[config.mk]
export PLATFORM = sky130hd
export DESIGN_NAME = decaying_sine_voice_sequenced_flat
export DESIGN_NICKNAME = d
export VERILOG_FILES = /design/src/rtl/dsv_pkg.sv /design/src/rtl/dsv_in_if.sv /design/src/rtl/dsv_out_if.sv /design/src/rtl/dsv_ctrl.sv /design/src/rtl/dsv_datapath.sv /design/src/rtl/decaying_sine_voice_sequenced.sv /design/src/flat_wrapper.sv
export SDC_FILE = /design/constraint.sdc
export NUM_CORES = 1
export LEC_CHECK = 0
export BUFFER_PORTS_ARGS = -buffer_cell sky130_fd_sc_hd__buf_4
export CORE_MARGIN = 2
export CORE_UTILIZATION = 40
export CTS_CLUSTER_DIAMETER = 60
export DETAILED_ROUTE_END_ITERATION = 12
export GPL_TIMING_DRIVEN = 0
export PLACE_DENSITY_LB_ADDON = 0.08
export SYNTH_ARGS = -nofsm -noshare
export SYNTH_HDL_FRONTEND = slang
export SYNTH_HIERARCHICAL = 1
export SYNTH_SLANG_ARGS = --single-unit
[constraint.sdc]
create_clock -name clk -period 14 [get_ports clk]
set_input_delay 0.7 -clock clk [delete_from_list [all_inputs] [get_ports clk]]
set_output_delay 0.7 -clock clk [all_outputs]
set_load 0.005 [all_outputs]
[src/rtl/dsv_pkg.sv]
// shared types, constants and sine table for the decaying sine voice
package dsv_pkg;

	localparam logic [1:0] OP_NONE = 2'd0;
	localparam logic [1:0] OP_WAIT = 2'd1;
	localparam logic [1:0] OP_NOTE = 2'd2;

	localparam logic [7:0]  RATE_RESET  = 8'd172;
	localparam logic [15:0] NOTE_AMP    = 16'd29440;
	localparam logic [15:0] DECAY_NUM   = 16'd256;
	localparam logic [15:0] WAIT_MAX    = 16'hFFFF;
	localparam logic signed [8:0] ROM_CENTER = 9'sd127;
	localparam int          DIV_STEPS   = 16;
	localparam int          CNT_W       = $clog2(DIV_STEPS);
	localparam logic [CNT_W-1:0] DIV_LAST = CNT_W'(DIV_STEPS - 1);

	typedef enum logic [2:0] {
		ST_IDLE,
		ST_EVAL,
		ST_DIV,
		ST_COMMIT,
		ST_UPDATE,
		ST_OUTPUT
	} state_t;

	typedef struct packed {
		logic in_ready;
		logic dec_wait;
		logic load_wait;
		logic div_start;
		logic div_step;
		logic div_commit;
		logic update;
		logic out_load;
	} cmd_t;

	typedef struct packed {
		logic       wait_zero;
		logic [1:0] op;
		logic       out_free;
	} status_t;

	localparam logic [7:0] SINE_ROM [256] = '{
		8'd128, 8'd131, 8'd134, 8'd137, 8'd140, 8'd143, 8'd146, 8'd149,
		8'd152, 8'd156, 8'd159, 8'd162, 8'd165, 8'd168, 8'd171, 8'd174,
		8'd176, 8'd179, 8'd182, 8'd185, 8'd188, 8'd191, 8'd193, 8'd196,
		8'd199, 8'd201, 8'd204, 8'd206, 8'd209, 8'd211, 8'd213, 8'd216,
		8'd218, 8'd220, 8'd222, 8'd224, 8'd226, 8'd228, 8'd230, 8'd232,
		8'd234, 8'd236, 8'd237, 8'd239, 8'd240, 8'd242, 8'd243, 8'd245,
		8'd246, 8'd247, 8'd248, 8'd249, 8'd250, 8'd251, 8'd252, 8'd252,
		8'd253, 8'd254, 8'd254, 8'd255, 8'd255, 8'd255, 8'd255, 8'd255,
		8'd255, 8'd255, 8'd255, 8'd255, 8'd255, 8'd255, 8'd254, 8'd254,
		8'd253, 8'd252, 8'd252, 8'd251, 8'd250, 8'd249, 8'd248, 8'd247,
		8'd246, 8'd245, 8'd243, 8'd242, 8'd240, 8'd239, 8'd237, 8'd236,
		8'd234, 8'd232, 8'd230, 8'd228, 8'd226, 8'd224, 8'd222, 8'd220,
		8'd218, 8'd216, 8'd213, 8'd211, 8'd209, 8'd206, 8'd204, 8'd201,
		8'd199, 8'd196, 8'd193, 8'd191, 8'd188, 8'd185, 8'd182, 8'd179,
		8'd176, 8'd174, 8'd171, 8'd168, 8'd165, 8'd162, 8'd159, 8'd156,
		8'd152, 8'd149, 8'd146, 8'd143, 8'd140, 8'd137, 8'd134, 8'd131,
		8'd128, 8'd124, 8'd121, 8'd118, 8'd115, 8'd112, 8'd109, 8'd106,
		8'd103, 8'd99,  8'd96,  8'd93,  8'd90,  8'd87,  8'd84,  8'd81,
		8'd79,  8'd76,  8'd73,  8'd70,  8'd67,  8'd64,  8'd62,  8'd59,
		8'd56,  8'd54,  8'd51,  8'd49,  8'd46,  8'd44,  8'd42,  8'd39,
		8'd37,  8'd35,  8'd33,  8'd31,  8'd29,  8'd27,  8'd25,  8'd23,
		8'd21,  8'd19,  8'd18,  8'd16,  8'd15,  8'd13,  8'd12,  8'd10,
		8'd9,   8'd8,   8'd7,   8'd6,   8'd5,   8'd4,   8'd3,   8'd3,
		8'd2,   8'd1,   8'd1,   8'd0,   8'd0,   8'd0,   8'd0,   8'd0,
		8'd0,   8'd0,   8'd0,   8'd0,   8'd0,   8'd0,   8'd1,   8'd1,
		8'd2,   8'd3,   8'd3,   8'd4,   8'd5,   8'd6,   8'd7,   8'd8,
		8'd9,   8'd10,  8'd12,  8'd13,  8'd15,  8'd16,  8'd18,  8'd19,
		8'd21,  8'd23,  8'd25,  8'd27,  8'd29,  8'd31,  8'd33,  8'd35,
		8'd37,  8'd39,  8'd42,  8'd44,  8'd46,  8'd49,  8'd51,  8'd54,
		8'd56,  8'd59,  8'd62,  8'd64,  8'd67,  8'd70,  8'd73,  8'd76,
		8'd79,  8'd81,  8'd84,  8'd87,  8'd90,  8'd93,  8'd96,  8'd99,
		8'd103, 8'd106, 8'd109, 8'd112, 8'd115, 8'd118, 8'd121, 8'd124
	};

endpackage

[src/rtl/dsv_in_if.sv]
// input channel: event word per sample
interface dsv_in_if;
	logic        valid;
	logic        ready;
	logic [1:0]  op;
	logic [15:0] event_arg;

	modport source (output valid, output op, output event_arg, input ready);
	modport sink (input valid, input op, input event_arg, output ready);
endinterface

[src/rtl/dsv_out_if.sv]
// output channel: sample word and event request
interface dsv_out_if;
	logic              valid;
	logic              ready;
	logic signed [7:0] sample;
	logic              event_request;

	modport source (output valid, output sample, output event_request, input ready);
	modport sink (input valid, input sample, input event_request, output ready);
endinterface

[src/rtl/dsv_ctrl.sv]
// sequencer: per-sample control and divider step counter
module dsv_ctrl import dsv_pkg::*; (
	input  logic    clk,
	input  logic    arst_n,
	input  logic    in_valid,
	input  status_t status,
	output cmd_t    cmd
);

	state_t           state_q, state_d;
	logic [CNT_W-1:0] cnt_q;

	always_ff @(posedge clk or negedge arst_n) begin
		if (!arst_n) begin
			state_q <= ST_IDLE;
			cnt_q   <= '0;
		end else begin
			state_q <= state_d;
			if (cmd.div_start) begin
				cnt_q <= '0;
			end else if (cmd.div_step) begin
				cnt_q <= cnt_q + CNT_W'(1);
			end
		end
	end

	always_comb begin
		state_d = state_q;
		cmd     = '0;
		case (state_q)
			ST_IDLE: begin
				cmd.in_ready = 1'b1;
				if (in_valid) begin
					state_d = ST_EVAL;
				end
			end
			ST_EVAL: begin
				if (!status.wait_zero) begin
					cmd.dec_wait = 1'b1;
					state_d      = ST_UPDATE;
				end else if (status.op == OP_WAIT) begin
					cmd.load_wait = 1'b1;
					state_d       = ST_UPDATE;
				end else if (status.op == OP_NOTE) begin
					cmd.div_start = 1'b1;
					state_d       = ST_DIV;
				end else begin
					state_d = ST_UPDATE;
				end
			end
			ST_DIV: begin
				cmd.div_step = 1'b1;
				if (cnt_q == DIV_LAST) begin
					state_d = ST_COMMIT;
				end
			end
			ST_COMMIT: begin
				cmd.div_commit = 1'b1;
				state_d        = ST_UPDATE;
			end
			ST_UPDATE: begin
				cmd.update = 1'b1;
				state_d    = ST_OUTPUT;
			end
			ST_OUTPUT: begin
				if (status.out_free) begin
					cmd.out_load = 1'b1;
					state_d      = ST_IDLE;
				end
			end
			default: begin
				state_d = ST_IDLE;
			end
		endcase
	end

endmodule

[src/rtl/dsv_datapath.sv]
// voice state, iterative divider, sine lookup and output register
module dsv_datapath import dsv_pkg::*; (
	input  logic              clk,
	input  logic              arst_n,
	input  cmd_t              cmd,
	output status_t           status,
	input  logic              in_valid,
	input  logic [1:0]        in_op,
	input  logic [15:0]       in_arg,
	input  logic              cfg_we,
	input  logic [7:0]        cfg_wdata,
	input  logic              out_ready,
	output logic              out_valid,
	output logic signed [7:0] out_sample,
	output logic              out_event_request
);

	logic [7:0]  rate_q;
	logic [15:0] amplitude_q;
	logic [15:0] decay_step_q;
	logic [15:0] phase_q;
	logic [15:0] phase_step_q;
	logic [15:0] wait_count_q;
	logic        out_valid_q;

	logic [1:0]  op_q;
	logic [15:0] arg_q;
	logic [7:0]  dvs_q;
	logic        neg_q;
	logic [7:0]  ra_q, rb_q;
	logic [15:0] na_q, nb_q;
	logic signed [7:0] sample_q;
	logic        event_req_q;

	logic [15:0] num;
	logic [15:0] mag;
	logic [21:0] wait_prod;
	logic [15:0] wait_sat;
	logic [8:0]  ta, tb;
	logic        gea, geb;
	logic [15:0] amp_next;
	logic signed [8:0]  rom_c;
	logic signed [17:0] prod;
	logic signed [17:0] adj;
	logic signed [17:0] quo;

	assign num       = {arg_q[11:0], 4'b0000};
	assign mag       = num[15] ? (~num + 16'd1) : num;
	assign wait_prod = {8'b0, arg_q[15:2]} * {14'b0, rate_q};
	assign wait_sat  = (|wait_prod[21:16]) ? WAIT_MAX : wait_prod[15:0];

	// one restoring step per cycle on both lanes
	assign ta  = {ra_q, na_q[15]};
	assign tb  = {rb_q, nb_q[15]};
	assign gea = ta >= {1'b0, dvs_q};
	assign geb = tb >= {1'b0, dvs_q};

	assign amp_next = (amplitude_q < decay_step_q) ? 16'd0 : (amplitude_q - decay_step_q);

	assign rom_c = $signed({1'b0, SINE_ROM[phase_q[13:6]]}) - ROM_CENTER;
	assign prod  = 18'($signed({1'b0, amplitude_q[15:8]})) * 18'(rom_c);
	// round toward zero before the shift
	assign adj   = prod + (prod[17] ? 18'sd127 : 18'sd0);
	assign quo   = adj >>> 7;

	always_ff @(posedge clk or negedge arst_n) begin
		if (!arst_n) begin
			rate_q       <= RATE_RESET;
			amplitude_q  <= '0;
			decay_step_q <= '0;
			phase_q      <= '0;
			phase_step_q <= '0;
			wait_count_q <= '0;
			out_valid_q  <= 1'b0;
		end else begin
			if (cfg_we) begin
				rate_q <= cfg_wdata;
			end
			if (cmd.dec_wait) begin
				wait_count_q <= wait_count_q - 16'd1;
			end else if (cmd.load_wait) begin
				wait_count_q <= wait_sat;
			end
			if (cmd.div_commit) begin
				phase_step_q <= neg_q ? (~na_q + 16'd1) : na_q;
				decay_step_q <= nb_q;
				amplitude_q  <= NOTE_AMP;
			end else if (cmd.update) begin
				amplitude_q <= amp_next;
				phase_q     <= phase_q + phase_step_q;
			end
			if (cmd.out_load) begin
				out_valid_q <= 1'b1;
			end else if (out_ready) begin
				out_valid_q <= 1'b0;
			end
		end
	end

	always_ff @(posedge clk) begin
		if (cmd.in_ready && in_valid) begin
			op_q  <= in_op;
			arg_q <= in_arg;
		end
		if (cmd.div_start) begin
			dvs_q <= (rate_q == 8'd0) ? 8'd1 : rate_q;
			neg_q <= num[15];
			ra_q  <= '0;
			rb_q  <= '0;
			na_q  <= mag;
			nb_q  <= DECAY_NUM;
		end else if (cmd.div_step) begin
			ra_q <= gea ? 8'(ta - {1'b0, dvs_q}) : ta[7:0];
			rb_q <= geb ? 8'(tb - {1'b0, dvs_q}) : tb[7:0];
			na_q <= {na_q[14:0], gea};
			nb_q <= {nb_q[14:0], geb};
		end
		if (cmd.out_load) begin
			sample_q    <= quo[7:0];
			event_req_q <= (wait_count_q == 16'd0);
		end
	end

	assign status.wait_zero = (wait_count_q == 16'd0);
	assign status.op        = op_q;
	assign status.out_free  = !out_valid_q || out_ready;

	assign out_valid         = out_valid_q;
	assign out_sample        = sample_q;
	assign out_event_request = event_req_q;

	a_no_overwrite: assert property (@(posedge clk) disable iff (!arst_n)
		cmd.out_load |-> (!out_valid_q || out_ready))
		else $error("output word overwritten");

	a_load_shows: assert property (@(posedge clk) disable iff (!arst_n)
		cmd.out_load |=> out_valid_q)
		else $error("loaded word not presented");

	a_div_no_wait: assert property (@(posedge clk) disable iff (!arst_n)
		(cmd.div_step || cmd.div_commit) |-> (wait_count_q == 16'd0))
		else $error("note division while wait pending");

	a_amp_bound: assert property (@(posedge clk) disable iff (!arst_n)
		amplitude_q <= NOTE_AMP)
		else $error("amplitude above note level");

endmodule

[src/rtl/decaying_sine_voice_sequenced.sv]
// Decaying sine voice: one input word per audio sample, one output word back.
// A plain sample or a wait countdown passes from acceptance to the output
// register through accept, event decode, amplitude/phase update and output load;
// a note event adds the 16-step restoring divider that forms the phase step and
// decay step, plus a commit state, before the update. The next word is accepted
// once the previous one sits in the output register, and a result not yet taken
// holds the sequencer in its output state. The user must write the rate divisor
// through cfg_we/cfg_wdata only while the block is idle; it is not enforced.
module decaying_sine_voice_sequenced import dsv_pkg::*; (
	input  logic      clk,
	input  logic      arst_n,
	input  logic      cfg_we,
	input  logic [7:0] cfg_wdata,
	dsv_in_if.sink    items,
	dsv_out_if.source results
);

	cmd_t    cmd;
	status_t status;

	dsv_ctrl u_ctrl (
		.clk      (clk),
		.arst_n   (arst_n),
		.in_valid (items.valid),
		.status   (status),
		.cmd      (cmd)
	);

	dsv_datapath u_datapath (
		.clk               (clk),
		.arst_n            (arst_n),
		.cmd               (cmd),
		.status            (status),
		.in_valid          (items.valid),
		.in_op             (items.op),
		.in_arg            (items.event_arg),
		.cfg_we            (cfg_we),
		.cfg_wdata         (cfg_wdata),
		.out_ready         (results.ready),
		.out_valid         (results.valid),
		.out_sample        (results.sample),
		.out_event_request (results.event_request)
	);

	assign items.ready = cmd.in_ready;

endmodule
[src/flat_wrapper.sv]
// flat-port wrapper written by rule: the top's interface ports become plain ports
module decaying_sine_voice_sequenced_flat import dsv_pkg::*;
  (clk, arst_n, cfg_we, cfg_wdata, items_valid, items_op, items_event_arg, items_ready, results_valid, results_sample, results_event_request, results_ready);
  dsv_in_if items_i ();
  dsv_out_if results_i ();
  input  logic clk;
  input  logic arst_n;
  input  logic cfg_we;
  input  logic [7:0] cfg_wdata;
  input wire logic [$bits(items_i.valid)-1:0] items_valid;
  input wire logic [$bits(items_i.op)-1:0] items_op;
  input wire logic [$bits(items_i.event_arg)-1:0] items_event_arg;
  output wire logic [$bits(items_i.ready)-1:0] items_ready;
  output wire logic [$bits(results_i.valid)-1:0] results_valid;
  output wire logic [$bits(results_i.sample)-1:0] results_sample;
  output wire logic [$bits(results_i.event_request)-1:0] results_event_request;
  input wire logic [$bits(results_i.ready)-1:0] results_ready;
  assign items_i.valid = items_valid;
  assign items_i.op = items_op;
  assign items_i.event_arg = items_event_arg;
  assign items_ready = items_i.ready;
  assign results_valid = results_i.valid;
  assign results_sample = results_i.sample;
  assign results_event_request = results_i.event_request;
  assign results_i.ready = results_ready;
  decaying_sine_voice_sequenced u_core (.clk(clk), .arst_n(arst_n), .cfg_we(cfg_we), .cfg_wdata(cfg_wdata), .items(items_i), .results(results_i));
endmodule
==> qor.yml, run 1 <==
run_status:
  status: "finished clean"
floorplanning:
  die_area_um2: 46330
  dieHeight_um: 215.3
  io_pins: 42
  die_w_um: 215.3
  start_util_pct: 40.46
  num_rows: 77
  core_um2: 44120
synthesis:
  synth_top_area_share_pct: 13.35
  synth-edff-count: 52
  syn_inst: 2009
  yosysTopAreaCell: "fa_1"
  synth_area_leaders: "fa_1, dfrtp_1, ha_1"
  ys_types: 103
  ys.flop_type: "dfrtp_1"
  avgSynthCellArea_um2: 8.885
  ys_seq_elements: 176
  synthArstFlopShare_pct: 52.27
  ys_seq_area_share_pct: 25.26
  yosys-top-cells-count: "inv_1, nand2_1, ha_1, nor2_1, fa_1"
  syn_area_um2: 17850
  yosysWarnings: 6
  synth_nets: 2316
  yosysMostFrequentCell: "inv_1"
route:
  wl_mm: 47.18
  vias: 14620
  wl_per_cell_um: 17.64
  final_antenna_net_count: 0
  drt_iter0_drc: 840
  via_per_inst: 5.465
  drtPass1Iterations: 5
  drc_errors: 0
critical_path:
  path_buf_inv: 8
  cpPeakStageDelay_ps: 670
  critPathLaunchType: "register"
  critical_path_class: "reg2reg"
  rr_worst_depth: 37
  cp.arrival_ps: 10960
  cp_slowest_cell: "dfrtp_1"
  path_depth: 37
  path_delay_family: "adder cells"
  crit_required_ps: 14230
  rrSetupSlack_ps: 3260
  crit_fanout: 11
  cp-end-kind: "register"
timing:
  finClkSkew_ps: 21.78
  finalHoldViolCount: 0
  whs_ps: 397.2
  min_period_ps: 10740
  tns_ps: 0
  finalSetupViolations: 0
  slew_viol_final: 0
  rsz0062_at_grt: "no"
  timing.final.crit_share_pct: 76.70
  worst_pin_slew_ps: 1377
  fmax_mhz: 93.13
  relSlewSlack_pct: 7.219
placed_design:
  gp_congestion: 0.9397
  place_inst: 2641
  dp_hpwl_mm: 36.05
  port_buffers: 40
global_routing:
  grt_start_max_net_pins: 93
  grt_pass1_vias: 14900
  antenna_found_initial: 0
  grt_util_all_layers_pct: 21.01
  gr-total-overflow: 0
  grt_pass1_wl_mm: 78.11
clock_tree:
  cts_buffers: 17
  clockBufferDepth: 2
  cts.sinks: 176
  cts_resized: 0
  h-tree-depth: 4
  tritoncts: "done"
  root_buffer: "clkbuf_16"
  insertion_delay_ps: 490
  clk_pin_slew_ps: 70
layout:
  syn_to_final_growth_pct: 9.645
  diodes: 0
  fin_nets: 2377
  drive_gt1_share_pct: 8.497
  fin_cells: 2675
worst_hold_path:
  hold_path_class: "in2reg"
  min_path_cells: 1
job:
  drv_cap: 0
[worst reg2reg max path: cells and delay by family, from the launching register on]
| kind | cells | cell delay, ps |
|---|---|---|
| AOI/OAI and AO/OA | 10 | 2290 |
| xor gates and xnor gates | 2 | 500 |
| adders and majority gates | 9 | 3920 |
| buffers and inverters | 8 | 1500 |
| DFF | 1 | 670 |
| and+or+nand+nor | 8 | 1600 |
[metrics by stage]
stage / instance area [um^2] / setup slack (ps) / utilization, %
after floorplan: 17850 / 5092 / -
after global placement: 18890 / 3357 / 42.81
after detailed placement: 18890 / 3375 / 42.81
after CTS: 19530 / 3337 / 44.26
after global routing: 19570 / 2622 / 44.36
final: 19570 / 3262 / 44.36
[cell usage in the layout (no fill, tap or decap), types with 9 or more instances in the layout]
cell	instances
o22ai_1	12
and3_1	9
clkbuf_16	17
a21o_1	18
mux2i_1	36
ha_1	157
a31oi_1	15
nand2b_1	34
o211ai_1	18
a21boi_0	12
or3_1	20
a21oi_1	95
edfxtp_1	52
a211oi_1	26
o21ai_0	117
nor2b_1	31
xnor2_1	46
dfrtp_1	88
dfxtp_1	32
nor2_1	142
or2_2	9
nand2_1	187
o31ai_1	12
clkbuf_1	74
o21a_1	10
nor4_1	12
buf_2	21
mux2_2	19
inv_1	204
o21bai_1	10
nor3_1	29
nand3_1	22
xor2_1	45
fa_1	119
a211o_1	10
and2_1	88
buf_4	45
[final timing paths]
| check | startpoint | end |
|---|---|---|
| min | items_event_arg[15] | u_core/u_datapath/arg_q[15] |
| max | u_core/u_datapath/phase_q[6] | u_core/u_datapath/out_sample[5] |
| min reg2reg | u_core/u_datapath/nb_q[5] | u_core/u_datapath/decay_step_q[5] |
| max in group asynchronous | arst_n | u_core/u_datapath/amplitude_q[4] |
| max reg2reg | u_core/u_datapath/phase_q[6] | u_core/u_datapath/out_sample[5] |
| min in group asynchronous | arst_n | u_core/u_datapath/rate_q[0] |
[cells by family (layout without fill, tap and decap cells)]
| family | Yosys count | after routing | share of synthesized area (%) |
|---|---|---|---|
| adder cells (fa/ha/maj) | 277 | 277 | 24.41 |
| XOR/XNOR | 91 | 91 | 4.465 |
| multiplexers | 57 | 57 | 3.470 |
| AO/OA/AOI/OAI | 445 | 445 | 16.48 |
| AND/OR/NAND/NOR | 648 | 648 | 18.77 |
| buffers and inverters | 315 | 389 | 7.149 |
| flip-flops | 176 | 176 | 25.26 |
[registers in the layout, summed over array words and instances, names as in the netlist, 2 cells and up]
name / count
u_core/u_datapath/arg_q: 16
u_core/u_datapath/phase_q: 14
u_core/u_datapath/phase_step_q: 14
u_core/u_datapath/amplitude_q: 16
u_core/u_datapath/rb_q: 8
u_core/u_datapath/na_q: 16
u_core/u_datapath/wait_count_q: 16
u_core/u_datapath/decay_step_q: 16
u_core/u_ctrl/cnt_q: 4
u_core/u_datapath/dvs_q: 8
u_core/u_datapath/nb_q: 16
u_core/u_datapath/ra_q: 8
u_core/u_datapath/op_q: 2
u_core/u_datapath/out_sample: 8
u_core/u_ctrl/state_q: 3
u_core/u_datapath/rate_q: 8
[repair_timing]
action                     CTS  global route
hold buffers                 0             1
setup endpoints to repair    0             0
buffers inserted             0             0
hold endpoints to repair     0             4
[per-layer routing]
metal / global-route usage (%) / vias up / share of wire (%)
met1: 28.41 / 7121 / 47
met3: 3.638 / 87 / 4.7
met5: 0 / - / 0
li1: - / 7058 / -
met2: 33.99 / 353 / 45
met4: 7.172 / 0 / 2.8
[cell type report]
| class | count | area [um^2] |
|---|---|---|
| fill | 4483 | 24550 |
| multi-input combinational | 1518 | 12070 |
| sequential | 176 | 4509 |
| inverter | 206 | 773.2 |
| tap | 592 | 740.7 |
| buffer | 109 | 503.0 |
| clock buffer | 17 | 425.4 |
| timing repair buffer | 42 | 341.6 |
| clock inverter | 15 | 214.0 |
Power of run 1 is not shown: default switching activity piles up to over one toggle a cycle in this logic, so the estimate is an artifact.
==> run 2, diff against run 1 <==
==> constraint.sdc (replaced) <==
create_clock -name clk -period 9.15 [get_ports clk]
set_input_delay 0.4575 -clock clk [delete_from_list [all_inputs] [get_ports clk]]
set_output_delay 0.4575 -clock clk [all_outputs]
set_load 0.005 [all_outputs]
==> qor.yml, run 2 (same netlist as run 1, synthesis figures left out) <==
run_status:
  status: "finished clean"
timing:
  rsz0062_at_grt: "no"
  relSlewSlack_pct: 11.44
  finalHoldViolCount: 0
  finalSetupViolations: 0
  timing.final.crit_share_pct: 95.74
  finClkSkew_ps: 21.22
  slew_viol_final: 0
  min_period_ps: 8761
  worst_pin_slew_ps: 1314
  fmax_mhz: 114.1
clock_tree:
  cts_buffers: 17
  clockBufferDepth: 2
  clk_pin_slew_ps: 70
  tritoncts: "done"
  cts.sinks: 176
  insertion_delay_ps: 490
  h-tree-depth: 4
  root_buffer: "clkbuf_16"
layout:
  fin_nets: 2387
  syn_to_final_growth_pct: 11.43
  fillers: 4472
  final_common_cell: "inv_1"
  postLayoutCellArea_um2: 19890
  postLayoutCoreUtil_pct: 45.08
  drive_gt1_share_pct: 10.56
  final_cell_mix: "inv_1, nand2_1, ha_1"
  diodes: 0
global_routing:
  grt_pass1_vias: 14930
  grt_pass1_wl_mm: 78.17
  grt_start_max_net_pins: 93
  grt_util_all_layers_pct: 21.02
  gr-total-overflow: 0
  antenna_found_initial: 0
placed_design:
  port_buffers: 40
  dp_hpwl_mm: 36.05
  gp_congestion: 0.9397
  place_area_um2: 18890
critical_path:
  cp_slowest_cell: "fa_1"
  path_delay_family: "adder cells"
  rr_worst_depth: 35
  cp.arrival_ps: 8990
  crit_fanout: 10
  path_buf_inv: 7
  critPathLaunchType: "register"
  cp-end-kind: "register"
  critical_path_class: "reg2reg"
  cpPeakStageDelay_ps: 550
  rrSetupSlack_ps: 390
  rr_endpoint: "u_core/u_datapath/out_sample[5]"
  crit_required_ps: 9380
  r2r-start: "u_core/u_datapath/phase_q[6]"
  critPathMostFrequentCell: "fa_1"
worst_hold_path:
  hold_path_class: "in2reg"
  hold_start: "items_event_arg[15]"
  whs_endpoint: "u_core/u_datapath/arg_q[15]"
  min_path_cells: 1
floorplanning:
  num_rows: 77
  io_pins: 42
  start_util_pct: 40.46
  die_w_um: 215.3
  dieHeight_um: 215.3
  die_area_um2: 46330
  core_um2: 44120
route:
  drtPass1Iterations: 5
  wl_per_cell_um: 17.66
  via_per_inst: 5.461
  drc_errors: 0
  vias: 14660
  drt_iter0_drc: 830
  final_antenna_net_count: 0
  wl_mm: 47.41
job:
  drv_cap: 0
-- run 2: worst max-delay path by stage --
stage,startpoint,end,slack [ps],cells after the start
after global routing,u_core/u_datapath/phase_q[6],u_core/u_datapath/out_sample[7],4,35
final,u_core/u_datapath/phase_q[6],u_core/u_datapath/out_sample[5],390,35
after global placement,u_core/u_datapath/phase_q[6],u_core/u_datapath/out_sample[5],-1490,37
after CTS,u_core/u_datapath/phase_q[6],u_core/u_datapath/out_sample[5],100,36
after floorplan,u_core/u_datapath/phase_q[6],u_core/u_datapath/out_sample[5],240,37
after detailed placement,u_core/u_datapath/phase_q[6],u_core/u_datapath/out_sample[5],-1470,37
-- run 2: layout make-up --
class,instances,area (um^2),area share [%]
Multi-Input combinational cell,1518,12260,61.62
Sequential cell,176,4514,22.69
Inverter,206,780.7,3.925
Tap cell,592,740.7,3.724
Buffer,108,534.3,2.686
Clock buffer,17,425.4,2.139
Timing Repair Buffer,53,424.2,2.132
Clock inverter,15,214.0,1.076
-- run 2: routing by layer --
layer	global-route usage, %	share of wire [%]	vias to the layer above	routed length [um]
li1	-	-	7080	-
met2	33.98	46	348	21720
met1	28.38	47	7161	22230
met5	0	0	-	0
met4	7.333	2.6	0	1242
met3	3.652	4.7	74	2214
-- run 2: metrics by stage --
| stage | setup WS (ps) | instances | TNS, ps | hold WS (ps) |
|---|---|---|---|---|
| floorplan | 241.8 | 2009 | 0 | 161.9 |
| global placement | -1493 | 2641 | -11300 | 451.0 |
| detailed placement | -1475 | 2641 | -11070 | 467.7 |
| CTS | 95.19 | 2678 | 0 | 117.0 |
| global route | 4.181 | 2685 | 0 | 124.5 |
| finish | 389.4 | 2685 | 0 | 155.3 |
-- run 2: repair_timing --
| action | in CTS | in global routing |
|---|---|---|
| resized for setup | 30 | 26 |
| hold buffers | 0 | 1 |
| pin swaps | 2 | 8 |
| endpoints found under the hold margin | 0 | 8 |
| endpoints found under the setup margin | 8 | 8 |
| setup buffers | 6 | 5 |
Power of run 2 is left out for the same reason.
==> run 3, diff against run 2 <==
--- a/config.mk
+++ b/config.mk
@@ -6,8 +6,9 @@
 export NUM_CORES = 1
 export LEC_CHECK = 0
 export BUFFER_PORTS_ARGS = -buffer_cell sky130_fd_sc_hd__buf_4
+export CORE_ASPECT_RATIO = 1.25
 export CORE_MARGIN = 2
-export CORE_UTILIZATION = 40
+export CORE_UTILIZATION = 59
 export CTS_CLUSTER_DIAMETER = 60
 export DETAILED_ROUTE_END_ITERATION = 12
 export GPL_TIMING_DRIVEN = 0
==> qor.yml, run 3 (same netlist as run 1, synthesis figures left out) <==
run_status:
  status: "finished clean"
timing:
  relSlewSlack_pct: 18.04
  slew_viol_final: 0
  tns_ps: 0
  worst_pin_slew_ps: 1229
  timing.final.crit_share_pct: 96.15
  fmax_mhz: 113.7
  rsz0062_at_grt: "yes"
  finalHoldViolCount: 0
  setup_ws_ps: 352.5
  finClkSkew_ps: 14.01
  whs_ps: 204.7
  min_period_ps: 8798
  finalSetupViolations: 0
floorplanning:
  dieHeight_um: 198.5
  core_um2: 29940
  die_area_um2: 31670
  start_util_pct: 59.63
  num_rows: 71
  io_pins: 42
  die_w_um: 159.6
global_routing:
  grt_start_max_net_pins: 93
  grt_pass1_wl_mm: 75.24
  grt_pass1_vias: 15220
  gr-total-overflow: 0
  antenna_found_initial: 0
  grt_util_all_layers_pct: 29.21
placed_design:
  gp_congestion: 0.9836
  post-place-ws_ps: -1377
  place_area_um2: 18650
  dp_hpwl_mm: 34.52
  port_buffers: 40
clock_tree:
  clockBufferDepth: 2
  root_buffer: "clkbuf_16"
  cts.sinks: 176
  h-tree-depth: 4
  cts_buffers: 17
  clk_pin_slew_ps: 80
  insertion_delay_ps: 440
  tritoncts: "done"
route:
  drc_errors: 0
  vias: 14790
  wl_per_cell_um: 18.25
  drt_iter0_drc: 976
  final_antenna_net_count: 0
  via_per_inst: 5.944
  drtPass1Iterations: 6
  wl_mm: 45.42
critical_path:
  crit_required_ps: 9340
  critPathMostFrequentCell: "fa_1"
  crit_fanout: 10
  critical_path_class: "reg2reg"
  r2r-start: "u_core/u_datapath/phase_q[7]"
  startpoint: "u_core/u_datapath/phase_q[7]"
  cp.arrival_ps: 8990
  cp_slowest_cell: "fa_1"
  critPathLaunchType: "register"
  cp-end-kind: "register"
  cpPeakStageDelay_ps: 570
layout:
  seq_area_um2: 4513
  multiInputGateArea_um2: 12180
  drive_gt1_share_pct: 10.06
  postLayoutCellArea_um2: 19450
  fillers: 2551
  diodes: 0
  fin_nets: 2382
  final_cell_mix: "inv_1, nand2_1, ha_1"
  final_common_cell: "inv_1"
  syn_to_final_growth_pct: 8.979
worst_hold_path:
  hold_start: "items_event_arg[1]"
  hold_path_class: "in2reg"
job:
  drv_cap: 0
-- run 3: changes by cell type in the layout (fill, tap and decap cells not counted), moves of 2 or more --
| cell | change |
|---|---|
| inv_12 | -5 |
| clkinv_8 | -4 |
| buf_2 | +3 |
| buf_6 | -2 |
| clkbuf_4 | -2 |
| clkinv_2 | +2 |
| clkinv_4 | +2 |
| ha_4 | -2 |
| o21ai_2 | +2 |
-- run 3: what timing repair did --
| item | in CTS | in global routing |
|---|---|---|
| hold buffers | 0 | 0 |
| setup buffers | 7 | 2 |
| pin swaps | 2 | 5 |
| resized for setup | 23 | 14 |
| endpoints found under the hold margin | 0 | 0 |
| endpoints found under the setup margin | 8 | 8 |
-- run 3: routing by layer --
metal | part of all wire (%) | global-route usage, % | vias to the layer above
met1 | 42 | 35.12 | 7151
met5 | 0 | 0 | -
met2 | 51 | 53.17 | 456
met4 | 3.9 | 13.06 | 0
li1 | - | - | 7062
met3 | 3.9 | 2.815 | 125
-- run 3: critical path: cells and delay by family (launching register included) --
| kind | cells | cell delay (ps) |
|---|---|---|
| compound gates | 11 | 2440 |
| xor+xnor | 2 | 350 |
| fa+ha+maj | 8 | 3460 |
| buf+inv | 7 | 880 |
| flops | 1 | 360 |
| simple gates | 4 | 1050 |
-- run 3: final timing paths --
kind / cells after the start / endpoint / slack, ps
max in group asynchronous: 1 / u_core/u_datapath/phase_q[6] / 8030
min in group asynchronous: 1 / u_core/u_datapath/rate_q[6] / 240
worst min-delay path: 1 / u_core/u_datapath/arg_q[1] / 200
worst max-delay path: 32 / u_core/u_datapath/out_sample[2] / 350
worst max register to register: 32 / u_core/u_datapath/out_sample[2] / 350
worst min register to register: 0 / u_core/u_datapath/neg_q / 460
-- run 3: final cells by class --
type,count,area share [%]
multi-input cells,1518,62.59
clock inverters,13,0.7268
clock buffers,19,2.386
inverters,206,3.994
plain buffers,107,2.631
well taps,401,2.579
flip-flops and latches,176,23.20
repair buffers,49,1.891
-- run 3: per-stage QoR --
step | utilization, % | instances
after floorplan | - | 2009
after global placement | 62.31 | 2450
after detailed placement | 62.31 | 2450
after CTS | 64.73 | 2489
after global routing | 64.98 | 2489
final | 64.98 | 2489
Power of run 3 is left out for the same reason.
